--- src/rtl/vs2d_pkg.sv ---
// ----------------------------------------------------------------------------
// vs2d_pkg: shared types and constants of the vorticity stencil
// Field widths, register indexes and the per-request control record that
// travels from the raster counters to the result stage.
// ----------------------------------------------------------------------------
`default_nettype none

package vs2d_pkg;

	// Field widths fixed by the stream format.
	localparam int VEL_W  = 18;
	localparam int CURL_W = 20;
	localparam int POS_W  = 10;
	localparam int CFG_W  = 11;
	localparam int IDX_W  = 2;

	// Reset value of both frame dimension registers.
	localparam int DIM_RESET = 1024;

	// Configuration register indexes.
	localparam logic [IDX_W-1:0] REG_FRAME_WIDTH  = 2'd0;
	localparam logic [IDX_W-1:0] REG_FRAME_HEIGHT = 2'd1;

	// Raster position and border flags of one accepted request.
	typedef struct packed {
		logic             last_col;
		logic             last_row;
		logic             single_row;
		logic             first_row;
		logic             interior;
		logic [POS_W-1:0] row;
		logic [POS_W-1:0] col;
	} item_ctl_t;

endpackage

`default_nettype wire

--- src/rtl/vs2d_emit.sv ---
// ----------------------------------------------------------------------------
// vs2d_emit: curl datapath and result sequencing
// Holds one request in stage 1 beside the row store read data, forms the
// curl and hands none, one or two results to the output register.
// ----------------------------------------------------------------------------
`default_nettype none

module vs2d_emit (
	input  wire                                   clk,
	input  wire                                   arst_n,
	input  wire                                   accept,
	input  wire  vs2d_pkg::item_ctl_t             ctl,
	input  wire  signed [vs2d_pkg::VEL_W-1:0]     vel_x,
	input  wire  signed [vs2d_pkg::VEL_W-1:0]     ux_up_s1,
	input  wire  signed [vs2d_pkg::VEL_W-1:0]     uy_above_s1,
	input  wire  signed [vs2d_pkg::VEL_W-1:0]     uy_right_s1,
	output logic                                  busy,
	output logic                                  out_valid,
	input  wire                                   out_stall,
	output logic signed [vs2d_pkg::CURL_W-1:0]    curl_value,
	output logic [vs2d_pkg::POS_W-1:0]            cell_row,
	output logic [vs2d_pkg::POS_W-1:0]            cell_col,
	output logic                                  frame_end,
	output logic                                  run_last
);

	localparam int CW = vs2d_pkg::CURL_W;
	localparam int PW = vs2d_pkg::POS_W;

	// Stage 1 request.
	logic                              valid_s1;
	logic                              second_s1;
	vs2d_pkg::item_ctl_t               ctl_s1;
	logic signed [vs2d_pkg::VEL_W-1:0] vx_s1;

	// Previous-row y velocity one column to the left.
	logic signed [vs2d_pkg::VEL_W-1:0] uy_left_q;

	// Output register.
	logic                              out_valid_q;
	logic signed [CW-1:0]              curl_q;
	logic [PW-1:0]                     row_q;
	logic [PW-1:0]                     col_q;
	logic                              fend_q;
	logic                              last_q;

	logic                              silent;
	logic                              last_res;
	logic                              out_free;
	logic                              load_out;
	logic                              done_s1;
	logic signed [CW-1:0]              diff_y;
	logic signed [CW-1:0]              diff_x;
	logic signed [CW-1:0]              curl;
	logic signed [CW-1:0]              res_curl;
	logic [PW-1:0]                     res_row;
	logic                              res_fend;

	// Central differences; the extra fraction bit makes the halving exact.
	always_comb begin
		diff_y = CW'(uy_right_s1) - CW'(uy_left_q);
		diff_x = CW'(vx_s1) - CW'(ux_up_s1);
		curl   = ctl_s1.interior ? (diff_y - diff_x) : '0;
	end

	// Pick the result this cycle and decide when the stage frees up.
	always_comb begin
		silent   = ctl_s1.first_row && !ctl_s1.single_row;
		last_res = ctl_s1.single_row || second_s1 || !ctl_s1.last_row;
		out_free = !out_valid_q || !out_stall;
		load_out = valid_s1 && !silent && out_free;
		done_s1  = valid_s1 && (silent || (out_free && last_res));
		busy     = valid_s1 && !done_s1;
		if (ctl_s1.single_row || second_s1) begin
			res_curl = '0;
			res_row  = ctl_s1.row;
			res_fend = ctl_s1.last_col;
		end else begin
			res_curl = curl;
			res_row  = ctl_s1.row - PW'(1);
			res_fend = 1'b0;
		end
	end

	// Stage 1 control.
	always_ff @(posedge clk or negedge arst_n) begin
		if (!arst_n) begin
			valid_s1  <= 1'b0;
			second_s1 <= 1'b0;
		end else begin
			if (accept) begin
				valid_s1  <= 1'b1;
				second_s1 <= 1'b0;
			end else if (done_s1) begin
				valid_s1  <= 1'b0;
				second_s1 <= 1'b0;
			end else if (load_out) begin
				second_s1 <= 1'b1;
			end
		end
	end

	// Stage 1 payload and the left neighbor.
	always_ff @(posedge clk) begin
		if (accept) begin
			ctl_s1 <= ctl;
			vx_s1  <= vel_x;
		end
		if (done_s1) begin
			uy_left_q <= uy_above_s1;
		end
	end

	// Output register control.
	always_ff @(posedge clk or negedge arst_n) begin
		if (!arst_n) begin
			out_valid_q <= 1'b0;
		end else begin
			out_valid_q <= load_out || (out_valid_q && out_stall);
		end
	end

	// Output register payload.
	always_ff @(posedge clk) begin
		if (load_out) begin
			curl_q <= res_curl;
			row_q  <= res_row;
			col_q  <= ctl_s1.col;
			fend_q <= res_fend;
			last_q <= last_res;
		end
	end

	assign out_valid  = out_valid_q;
	assign curl_value = curl_q;
	assign cell_row   = row_q;
	assign cell_col   = col_q;
	assign frame_end  = fend_q;
	assign run_last   = last_q;

`ifndef SYNTHESIS
	// The second result only exists for final-row requests of a tall frame.
	assert property (@(posedge clk) disable iff (!arst_n)
		second_s1 |-> (valid_s1 && ctl_s1.last_row && !ctl_s1.single_row))
		else $error("second result pending on a request without one");

	// The end of a frame always closes the results of its request.
	assert property (@(posedge clk) disable iff (!arst_n)
		(out_valid_q && fend_q) |-> last_q)
		else $error("frame end on a result that is not the last of its request");

	// A new request always lands in stage 1 as a fresh first result.
	assert property (@(posedge clk) disable iff (!arst_n)
		accept |=> (valid_s1 && !second_s1))
		else $error("accepted request not held in stage 1");
`endif

endmodule

`default_nettype wire

--- config.mk ---
export PLATFORM = sky130hd
export DESIGN_NAME = vs2d_emit
export DESIGN_NICKNAME = d
export VERILOG_FILES = /design/src/rtl/vs2d_pkg.sv /design/src/rtl/vs2d_emit.sv
export SDC_FILE = /design/constraint.sdc
export NUM_CORES = 1
export LEC_CHECK = 0
export CORE_MARGIN = 10
export CORE_UTILIZATION = 41
export CTS_CLUSTER_DIAMETER = 120
export DETAILED_ROUTE_END_ITERATION = 10
export DONT_BUFFER_PORTS = 1
export HOLD_SLACK_MARGIN = 0.1
export PLACE_DENSITY_LB_ADDON = 0.25
export SYNTH_ARGS = -nofsm -noshare
export SYNTH_HDL_FRONTEND = slang
export SYNTH_SLANG_ARGS = --single-unit
--- constraint.sdc ---
create_clock -name clk -period 3 [get_ports clk]
set_input_delay 0.6 -clock clk [delete_from_list [all_inputs] [get_ports clk]]
set_output_delay 0.6 -clock clk [all_outputs]
set_load 0.005 [all_outputs]
== Word level (Yosys, flattened, before mapping) ==
Index checks and enable logic that the tools add are counted.

* Flip-flop bits (word level): 106
* Bits in latches: 0
* RAM bits: 0
* ROM bits: 0
* Input port bits: 101
* Output and inout bits: 44
* Word-level logic and storage cells: 49
* Memories kept: 0

* Add/sub/neg operators: 4
* $mul: 0
* Div/mod/pow operators: 0
* Order comparisons: 0
* Eq/ne operators: 0
* Shift operators: 0
* Mux-type cells: 6
* Bitwise logic cells: 1
* Reduce and logical (&&, ||, !) cells: 21

{| class="wikitable"
|+ Operators with widths
! operator !! count
|-
| $sub A18 B18 Y19 || 2
|-
| $sub A19 B19 Y20 || 1
|-
| $mux W10 || 1
|-
| $sub A10 B1 Y10 const B || 1
|-
| $logic_and A1 B1 Y1 || 7
|-
| $logic_not A1 Y1 || 6
|-
| $logic_or A1 B1 Y1 || 5
|-
| $mux W1 || 5
|-
| $reduce_bool A3 Y1 || 1
|-
| $reduce_bool A2 Y1 || 1
|-
| $reduce_or A2 Y1 || 1
|-
| $not A1 Y1 || 1
|}

== Depth between registers and ports, before layout ==
Gate-level depths: netlist (run 1).

* Depth in word-level cells: 8
* Depth in mapped cells: 13
* Depth with buffers taken out: 13

== Worst setup path before layout (run 1) ==
OpenSTA, ideal clock, no wires.

* Path kind: input -> register
* Start: input port ux_up_s1[0] in the netlist's numbering
* End: register curl_q[12] (netlist: curl_value[12]), data pin
* Setup time: 0.266 ns
* Arrival time: 3.271 ns
* Data required time: 2.734 ns
* Slack: -0.537 ns
* Cell stages on the path: 12
* Buffers on the path: 0
* Cells stage by stage: fa_1 > inv_1 > fa_1 > inv_1 > ha_1 > fa_1 > a21o_1 > a21oi_2 > o2111ai_1 > a41oi_1 > xor2_1 > nor2_1

* Longest elaborated chain between the ends: 2

{| class="wikitable"
|+ RTL lines
! item !! RTL line !! RTL
|-
| from (decl) || vs2d_emit.sv:14 || <nowiki>input wire signed [vs2d_pkg::VEL_W-1:0] ux_up_s1,</nowiki>
|-
| $sub A18 B18 Y19 || vs2d_emit.sv:62 || <nowiki>diff_x = CW'(vx_s1) - CW'(ux_up_s1);</nowiki>
|-
| $sub A19 B19 Y20 || vs2d_emit.sv:63 || <nowiki>curl = ctl_s1.interior ? (diff_y - diff_x) : '0;</nowiki>
|-
| to (signal assigned) || vs2d_emit.sv:126 || <nowiki>curl_q <= res_curl;</nowiki>
|-
| to (decl) || vs2d_emit.sv:41 || <nowiki>logic signed [CW-1:0] curl_q;</nowiki>
|}

Every way passes these cells.
A chain may end at the register's enable or synchronous reset.

== Worst setup path in the final report (run 1) ==
* Start: register vx_s1[0] in the netlist's numbering
* End: register curl_q[16] (netlist: curl_value[16]), data pin

* Longest elaborated chain between the ends: 2

{| class="wikitable"
|+ RTL lines
! item !! RTL line !! RTL
|-
| from (decl) || vs2d_emit.sv:34 || <nowiki>logic signed [vs2d_pkg::VEL_W-1:0] vx_s1;</nowiki>
|-
| from (signal assigned) || vs2d_emit.sv:107 || <nowiki>vx_s1 <= vel_x;</nowiki>
|-
| $sub A18 B18 Y19 || vs2d_emit.sv:62 ||
|-
| $sub A19 B19 Y20 || vs2d_emit.sv:63 ||
|}

Every way passes these cells.

==> impl_metrics.yaml, run 1 <==
logic_synthesis:
  syn-cell-area_mm2: 0.00547
  synth_edf_count: 103
  async_reset_ff_share_pct: 2.83
  synthCells: 414
  syn_avg_cell_area_um2: 13.2
  ys_types: 44
  syn_nets: 573
  ys_warn_count: 0
  synth-seq-cells: 106
  synth_seq_area_share_pct: 57.9
  ys.flop_type: "edfxtp_1"
finish:
  layout-drive-gt1-share_pct: 25.2
  nets: 642
  nFillCells: 1173
  final_common_cell: "edfxtp_1"
  area_growth_pct: 23.0
  mostFrequentLayoutCells: "edfxtp_1 (103), inv_1 (78), buf_4 (58), fa_1 (36), nand2_1 (20)"
  instances_no_fill: 664
  diodes: 0
pwr:
  power.leakage_nw: 2.76
  total_power_mw: 5.45
  power.density_mw_per_mm2: 810
  max-vdd-ir-drop_uv: 428
setup_path:
  cp-start-kind: "flop"
  r2r_slack_ps: -180
  crit_chain: "inv_1, fa_1, inv_1, fa_1, inv_2, ha_4, fa_2, a21o_1, a21oi_4, o21ai_1, o211ai_1, a21o_1, a21oi_1"
  critical_path_class: "flop to flop"
  cp_data_required_time_ps: 3070
  cp_max_fo: 3
  worstSetupStartpoint: "vx_s1[0]$_DFFE_PP_"
  worst-r2r-cell-count: 13
  rr_startpoint: "vx_s1[0]$_DFFE_PP_"
  cp_slowest_cell: "fa_1"
  cpPeakStageDelay_ps: 500
  critPathTopFamily: "adder cells"
  crit_buf_inv: 3
  reg2reg_to: "curl_value[16]$_SDFFCE_PP0P_"
  cp-end-kind: "flop"
  critPathArrivalTime_ps: 3260
timing:
  rsz0062_at_grt: "true"
  fin_tns_setup_ps: -1600
  skew_ps: 12.1
  setup_viol: 14
  period_minus_slack_ps: 3180
  worst_pin_slew_ps: 797
  finalHoldViolCount: 0
  timing.final.ws_setup_ps: -183
  fmax_mhz: 314
  finalCritPeriodShare_pct: 106
  report.final.slew_viol_count: 0
  worst_slew_margin_rel_pct: 46.7
outcome:
  violations: "setup timing"
  status: "finished, violations left"
detailed_routing:
  vias: 3203
  first_pass_iters: 4
  antenna_left: 0
  routed_wl_mm: 12.0
  drc: 0
  routed_via_density: 4.82
  drt_iter0_markers: 143
  post_drt_wl_per_cell_um: 18.1
clock_network:
  cts_root_buf: "clkbuf_16"
  clk_latency_ps: 350
  htree_levels: 3
  tritoncts: "yes"
  cts_made_buffers: 9
  clock_sinks: 106
  clkTransAtPathRegs_ps: 70
  cts_buffer_depth: 2
floorplanning:
  num_io_pins: 145
  start_util_pct: 41.7
  die_h_um: 136
  die_area_mm2: 0.0184
  die_width_um: 136
  placementRows: 42
  core_mm2: 0.0131
global_route:
  antenna_found_initial: 0
  grt_pass1_wl_mm: 19.0
  grt_max_degree: 46
  first_global_vias: 3670
  grt.total_usage_pct: 13.4
  gr-total-overflow: 0
place:
  dpl_worst_slack_ps: -528
  dp.cells: 638
  numPortBuffers: 0
  hpwl_mm: 9.23
  gp_congestion: 0.807
hold_path:
  min_path_type: "input pin to flop"
  min_path_cells: 0
  min_from: "uy_above_s1[8]"
  holdPathEnd: "uy_left_q[8]$_DFFE_PP_"
flow_run:
  maxCapViolCount: 0
==> report_power, final <==
group | leakage (nW) | internal, mW | total, mW | switching (mW)
Clock | 0.131 | 0.566 | 1.08 | 0.510
Combinational | 1.60 | 1.25 | 2.45 | 1.20
Sequential | 1.03 | 1.84 | 1.93 | 0.0930
==> synthesized netlist by cell type (2+ instances only) <==
cell	number	share of area [%]
ha_1	21	4.8
a41oi_1	2	0.32
inv_1	82	5.6
and3_1	3	0.34
xor2_1	11	1.8
xnor2_1	7	1.1
a31oi_1	4	0.46
o2111ai_1	2	0.32
nor4_1	2	0.23
or2_2	2	0.23
nand2_1	21	1.4
a21o_1	10	1.4
edfxtp_1	103	57
nor2_1	18	1.2
nor3b_1	4	0.55
nand3_1	9	0.82
buf_2	3	0.27
clkbuf_1	2	0.14
a21oi_2	2	0.32
nor3_1	9	0.82
dfrtp_1	3	1.4
a21boi_0	2	0.27
o21ai_0	6	0.55
o21a_1	2	0.27
and2_1	3	0.34
fa_1	37	14
a21oi_1	23	2.1
nand4_1	3	0.34
nand2b_1	3	0.34
==> metrics by stage <==
step | instance area, µm² | hold slack (ps) | utilization [%]
global placement | 6210 | 305 | 47.3
CTS | 6670 | 320 | 50.8
detailed placement | 6210 | 305 | 47.3
finish | 6730 | 334 | 51.2
floorplan | 5620 | 304 | -
global route | 6730 | 314 | 51.2
==> layout make-up <==
type                       count  area [µm²]  area share, %
inverter                      82         308           4.57
clock buffer                  12         236           3.51
tap                          176         220           3.27
clock inverter                 4        27.5          0.409
sequential                   106        3170           47.1
multi-input combinational    221        2280           33.9
timing repair buffer          63         490           7.28
==> per-layer routing <==
metal / wire, µm / up-vias / track usage, %
li1: - / 1551 / -
met1: 5090 / 1541 / 15.8
met2: 5990 / 94 / 22.4
met3: 697 / 17 / 4.64
met4: 214 / 0 / 4.49
met5: 0 / - / 0
==> worst max-delay path by stage <==
| stage | cells past startpoint | to | slack (ps) |
|---|---|---|---|
| 5_1_grt | 13 | curl_value[12]$_SDFFCE_PP0P_ | -360 |
| 3_3_place_gp | 12 | curl_value[12]$_SDFFCE_PP0P_ | -490 |
| 3_5_place_dp | 12 | curl_value[12]$_SDFFCE_PP0P_ | -530 |
| 4_1_cts | 13 | curl_value[16]$_SDFFCE_PP0P_ | -210 |
| 2_1_floorplan | 12 | curl_value[12]$_SDFFCE_PP0P_ | -340 |
| 6_report | 13 | curl_value[16]$_SDFFCE_PP0P_ | -180 |
==> logic make-up (layout without fill, tap and decap cells) <==
| family | Yosys count | count (layout) | share of synthesized area (%) |
|---|---|---|---|
| compound gates | 60 | 60 | 7.02 |
| xor+xnor | 18 | 18 | 2.88 |
| fa+ha+maj | 58 | 58 | 18.3 |
| buf+inv | 87 | 161 | 6.04 |
| flops | 106 | 106 | 57.9 |
| simple gates | 85 | 85 | 7.84 |
==> state kept, by name, summed over array words and instances (netlist names) <==
signal,count
out_valid,1
run_last,1
frame_end,1
vx_s1,18
second_s1,1
valid_s1,1
uy_left_q,18
ctl_s1,25
curl_value,20
cell_col,10
cell_row,10
==> what timing repair did <==
action,CTS,global route
gates resized for setup,28,6
hold endpoints to repair,3,0
hold buffers,1,0
pin swaps,38,12
buffers inserted,8,3
endpoints found under the setup margin,13,15
==> worst reg2reg max path, delay by kind of cell, from the launching register on <==
family,cells,cell delay (ps)
buf+inv,3,150
flops,1,320
fa+ha+maj,4,1490
compound gates,6,950
No activity file was read; power rests on OpenSTA's default activity.
==> run 2, diff against run 1 <==
--- a/config.mk
+++ b/config.mk
@@ -12,6 +12,8 @@
 export DONT_BUFFER_PORTS = 1
 export HOLD_SLACK_MARGIN = 0.1
 export PLACE_DENSITY_LB_ADDON = 0.25
+export RECOVER_POWER = 50
+export SETUP_SLACK_MARGIN = 0.3
 export SYNTH_ARGS = -nofsm -noshare
 export SYNTH_HDL_FRONTEND = slang
 export SYNTH_SLANG_ARGS = --single-unit
==> run 2 against run 1 <==
Effect of this change: the flow still finishes with violations (setup timing); register-to-register slack hardly changed; cell area is 2.3% higher; critical path type unchanged; die area stayed put; critical path depth stayed put; critical endpoint is now curl_value[12]$_SDFFCE_PP0P_; power is 6.3% higher; hold slack better by 5.7 ps.
==> impl_metrics.yaml, run 2 (same netlist as run 1, synthesis figures left out) <==
finish:
  area_growth_pct: 25.8
  design_area_mm2: 0.00689
  final_common_cell: "edfxtp_1"
  nFillCells: 1121
  instances_no_fill: 666
  multi_input_area_mm2: 0.00235
  diodes: 0
  mostFrequentLayoutCells: "edfxtp_1 (103), inv_1 (77), buf_4 (57), fa_1 (36), nand2_1 (18)"
  seqCellArea_mm2: 0.00317
  nets: 644
  largest-register: "ctl_s1"
  largest_register_ffs: 25
  final_util_pct: 52.4
  layout-drive-gt1-share_pct: 28.8
pwr:
  power.leakage_nw: 2.82
  max-vdd-ir-drop_uv: 422
  sw_frac_of_total_pct: 32.0
  power.density_mw_per_mm2: 842
  seqPwrFrac_pct: 33.2
  pwr-share-comb_pct: 45.0
  power.net_switching_mw: 1.86
  power_report.internal_total_mw: 3.94
  power_frac_clock_pct: 21.8
  total_power_mw: 5.80
hold_path:
  min_path_type: "input pin to flop"
global_route:
  gr-total-overflow: 0
  grt_pass1_wl_mm: 18.4
  antenna_found_initial: 0
  first_global_vias: 3530
  grt.total_usage_pct: 13.1
  grt_max_degree: 46
flow_run:
  maxCapViolCount: 0
detailed_routing:
  post_drt_wl_per_cell_um: 17.7
  first_pass_iters: 4
  antenna_left: 0
  drt_iter0_markers: 179
  vias: 3167
  drc: 0
  routed_via_density: 4.76
  routed_wl_mm: 11.8
setup_path:
  critPathArrivalTime_ps: 3260
  cp-start-kind: "flop"
  cp_data_required_time_ps: 3080
  cp-end-kind: "flop"
  r2r_slack_ps: -180
  critical_path_class: "flop to flop"
  cp_max_fo: 5
clock_network:
  cts_made_buffers: 9
  clk_latency_ps: 350
  clkTransAtPathRegs_ps: 70
  tritoncts: "yes"
  cts_root_buf: "clkbuf_16"
  clock_sinks: 106
  cts_buffer_depth: 2
  htree_levels: 3
place:
  postPlaceCellArea_mm2: 0.00625
  dp.cells: 643
  numPortBuffers: 0
  gp_congestion: 0.775
  hpwl_mm: 9.21
timing:
  report.final.slew_viol_count: 0
  worst_slew_margin_rel_pct: 48.2
  worst_pin_slew_ps: 776
  fmax_mhz: 314
  rsz0062_at_grt: "true"
  timing.final.ws_setup_ps: -180
  period_minus_slack_ps: 3180
  finalCritPeriodShare_pct: 106
  skew_ps: 9.87
  setup_viol: 11
  finalHoldViolCount: 0
floorplanning:
  num_io_pins: 145
  core_mm2: 0.0131
  die_h_um: 136
  placementRows: 42
  start_util_pct: 41.7
  die_width_um: 136
  die_area_mm2: 0.0184
outcome:
  status: "finished, violations left"
  violations: "setup timing"
run 2: per-stage QoR:
| stage | TNS (ps) | worst slack (ps) | hold slack (ps) |
|---|---|---|---|
| after floorplan | -2660 | -341 | 304 |
| after global placement | -5730 | -471 | 305 |
| after detailed placement | -6510 | -530 | 305 |
| after CTS | -1300 | -199 | 324 |
| after global routing | -3030 | -332 | 317 |
| final | -1170 | -180 | 340 |
run 2: path summary, 6_finish.rpt:
check | from | endpoint | cells past startpoint
min in group asynchronous | arst_n | out_valid$_DFF_PN0_ | 1
hold reg to reg | ctl_s1[6]$_DFFE_PP_ | cell_col[6]$_DFFE_PP_ | 0
setup / recovery | vx_s1[0]$_DFFE_PP_ | curl_value[12]$_SDFFCE_PP0P_ | 13
setup reg to reg | vx_s1[0]$_DFFE_PP_ | curl_value[12]$_SDFFCE_PP0P_ | 13
max in group asynchronous | arst_n | second_s1$_DFFE_PN0P_ | 1
hold / removal | vel_x[10] | vx_s1[10]$_DFFE_PP_ | 0
run 2: layout make-up:
type,count,share of cell area [%]
flip-flops and latches,106,46.0
multi-input cells,221,34.2
repair buffers,65,7.51
inverters,82,4.47
clock buffers,12,3.58
well taps,176,3.20
clock inverters,4,1.07
run 2: worst max-delay path, stage by stage (launching register included):
cell and delay, ps:
edfxtp_1 350, inv_2 40, fa_1 490, inv_1 50
fa_1 500, inv_2 50, ha_4 160, fa_2 350
a21o_1 190, a21oi_4 190, o2111ai_4 160, a41oi_2 180
xor2_1 150, nor2_1 50
run 2: metal layers:
| layer | global-route usage, % | wire (µm) | share of wire (%) | vias to the layer above |
|---|---|---|---|---|
| met3 | 4.93 | 679 | 5.8 | 9 |
| met4 | 3.77 | 136 | 1.2 | 0 |
| li1 | - | - | - | 1555 |
| met2 | 21.5 | 5910 | 50 | 85 |
| met1 | 15.7 | 5040 | 43 | 1518 |
| met5 | 0 | 0 | 0 | - |
run 2: power by group through the flow:
stage / logic, mW / registers (mW) / clock network (mW)
detailed placement: 2.17 / 1.97 / 0
global placement: 2.14 / 1.96 / 0
global route: 2.92 / 1.94 / 1.37
floorplan: 1.35 / 1.93 / 0
CTS: 2.41 / 1.93 / 1.30
finish: 2.61 / 1.93 / 1.26
run 2: what timing repair did:
item                                    CTS  global route
hold buffers                              1             0
setup buffers                             1             5
resized for setup                        28            26
pin swaps                                22            28
endpoints found under the hold margin     3             0
endpoints found under the setup margin   16            18
==> run 3, diff against run 2 <==
--- a/config.mk
+++ b/config.mk
@@ -12,7 +12,7 @@
 export DONT_BUFFER_PORTS = 1
 export HOLD_SLACK_MARGIN = 0.1
 export PLACE_DENSITY_LB_ADDON = 0.25
-export RECOVER_POWER = 50
+export RECOVER_POWER = 100
 export SETUP_SLACK_MARGIN = 0.3
 export SYNTH_ARGS = -nofsm -noshare
 export SYNTH_HDL_FRONTEND = slang
==> run 3 against run 2 <==
Effect of this change: the run ends with capacitance limit, slew limit, setup timing left; cell count did not move; global-route usage did not move; via count did not move.
==> impl_metrics.yaml, run 3 (same netlist as run 1, synthesis figures left out) <==
timing:
  setup_viol: 11
  fin_tns_setup_ps: -1160
  fmax_mhz: 315
  worst_slew_margin_rel_pct: -1.35
  finalCritPeriodShare_pct: 106
  report.final.slew_viol_count: 9
  timing.final.ws_setup_ps: -179
  finalHoldViolCount: 0
  period_minus_slack_ps: 3180
  skew_ps: 9.87
  worst_pin_slew_ps: 1510
  rsz0062_at_grt: "true"
floorplanning:
  die_area_mm2: 0.0184
  die_h_um: 136
  die_width_um: 136
  start_util_pct: 41.7
  placementRows: 42
  core_mm2: 0.0131
  num_io_pins: 145
detailed_routing:
  post_drt_wl_per_cell_um: 17.7
  routed_via_density: 4.76
  drc: 0
  first_pass_iters: 4
  drt_iter0_markers: 167
  vias: 3167
  antenna_left: 0
  routed_wl_mm: 11.8
outcome:
  violations: "capacitance limit, slew limit, setup timing"
  status: "finished, violations left"
finish:
  instances_no_fill: 666
  largest_register_ffs: 25
  nFillCells: 1123
  seqCellArea_mm2: 0.00317
  area_growth_pct: 25.7
  multi_input_area_mm2: 0.00235
  layout-drive-gt1-share_pct: 28.6
  diodes: 0
  largest-register: "ctl_s1"
  final_util_pct: 52.3
  mostFrequentLayoutCells: "edfxtp_1 (103), inv_1 (77), buf_4 (55), fa_1 (36), nand2_1 (18)"
  nets: 644
  final_common_cell: "edfxtp_1"
global_route:
  antenna_found_initial: 0
  grt_pass1_wl_mm: 18.4
  gr-total-overflow: 0
  first_global_vias: 3530
  grt_max_degree: 46
  grt.total_usage_pct: 13.1
setup_path:
  cp-start-kind: "flop"
  cp_data_required_time_ps: 3080
  critPathArrivalTime_ps: 3260
  cp_slowest_cell: "fa_1"
  cpPeakStageDelay_ps: 500
  cp_max_fo: 5
  cp-end-kind: "flop"
  critical_path_class: "flop to flop"
  crit_chain: "inv_2, fa_1, inv_1, fa_1, inv_2, ha_4, fa_2, a21o_1, a21oi_4, o2111ai_4, a41oi_2, xor2_1, nor2_1"
clock_network:
  cts_root_buf: "clkbuf_16"
  cts_made_buffers: 9
  htree_levels: 3
  tritoncts: "yes"
  clkTransAtPathRegs_ps: 70
  cts_buffer_depth: 2
  clk_latency_ps: 350
  clock_sinks: 106
hold_path:
  min_path_type: "input pin to flop"
place:
  hpwl_mm: 9.21
  dp.cells: 643
  dpl_worst_slack_ps: -530
  gp_congestion: 0.775
  numPortBuffers: 0
pwr:
  power.leakage_nw: 2.81
  max-vdd-ir-drop_uv: 422
  power.density_mw_per_mm2: 843
flow_run:
  maxCapViolCount: 1
-- run 3: metrics by stage --
step           power [mW]  hold slack (ps)  instance area (µm²)
5_1_grt              6.23              317                 6880
3_5_place_dp         4.13              305                 6250
4_1_cts              5.64              324                 6740
2_1_floorplan        3.28              304                 5620
3_3_place_gp         4.10              305                 6250
6_report             5.79              340                 6880
-- run 3: cell type report --
cell class	count	area share (%)
clock inverters	4	1.07
well taps	176	3.20
flip-flops and latches	106	46.1
clock buffers	12	3.58
inverters	82	4.48
multi-input cells	221	34.2
repair buffers	65	7.44
-- run 3: timing repair --
item,4_1_cts,5_1_grt
hold endpoints to repair,3,0
hold buffers,1,0
setup buffers,1,5
setup endpoints to repair,16,18
resized for setup,28,26
pin swaps,22,28
-- run 3: path summary, 6_finish.rpt --
path / slack [ps] / to / depth (start not counted) / start
hold reg to reg: 420 / cell_col[6]$_DFFE_PP_ / 0 / ctl_s1[6]$_DFFE_PP_
setup / recovery: -180 / curl_value[12]$_SDFFCE_PP0P_ / 13 / vx_s1[0]$_DFFE_PP_
setup reg to reg: -180 / curl_value[12]$_SDFFCE_PP0P_ / 13 / vx_s1[0]$_DFFE_PP_
max in group asynchronous: 2350 / second_s1$_DFFE_PN0P_ / 1 / arst_n
hold / removal: 340 / vx_s1[10]$_DFFE_PP_ / 0 / vel_x[10]
min in group asynchronous: 500 / out_valid$_DFF_PN0_ / 1 / arst_n
-- run 3: per-layer routing --
layer,share of wire [%],wire [µm],track usage (%)
met1,43,5050,15.7
met2,50,5910,21.5
met3,5.7,672,4.93
met4,1.2,136,3.77
met5,0,0,0
-- run 3: worst max-delay path: cells and delay by family, from the launching register on --
| family | cells | cell delay [ps] |
|---|---|---|
| buffers and inverters | 3 | 140 |
| AO/OA/AOI/OAI | 4 | 720 |
| XOR/XNOR | 1 | 150 |
| AND/OR/NAND/NOR | 1 | 50 |
| flip-flops | 1 | 350 |
| adder cells (fa/ha/maj) | 4 | 1500 |
-- run 3: where the power goes --
group / internal [mW] / switching, mW / leakage (nW)
sequential: 1.84 / 0.0895 / 1.03
clock: 0.756 / 0.505 / 0.157
combinational: 1.34 / 1.26 / 1.62
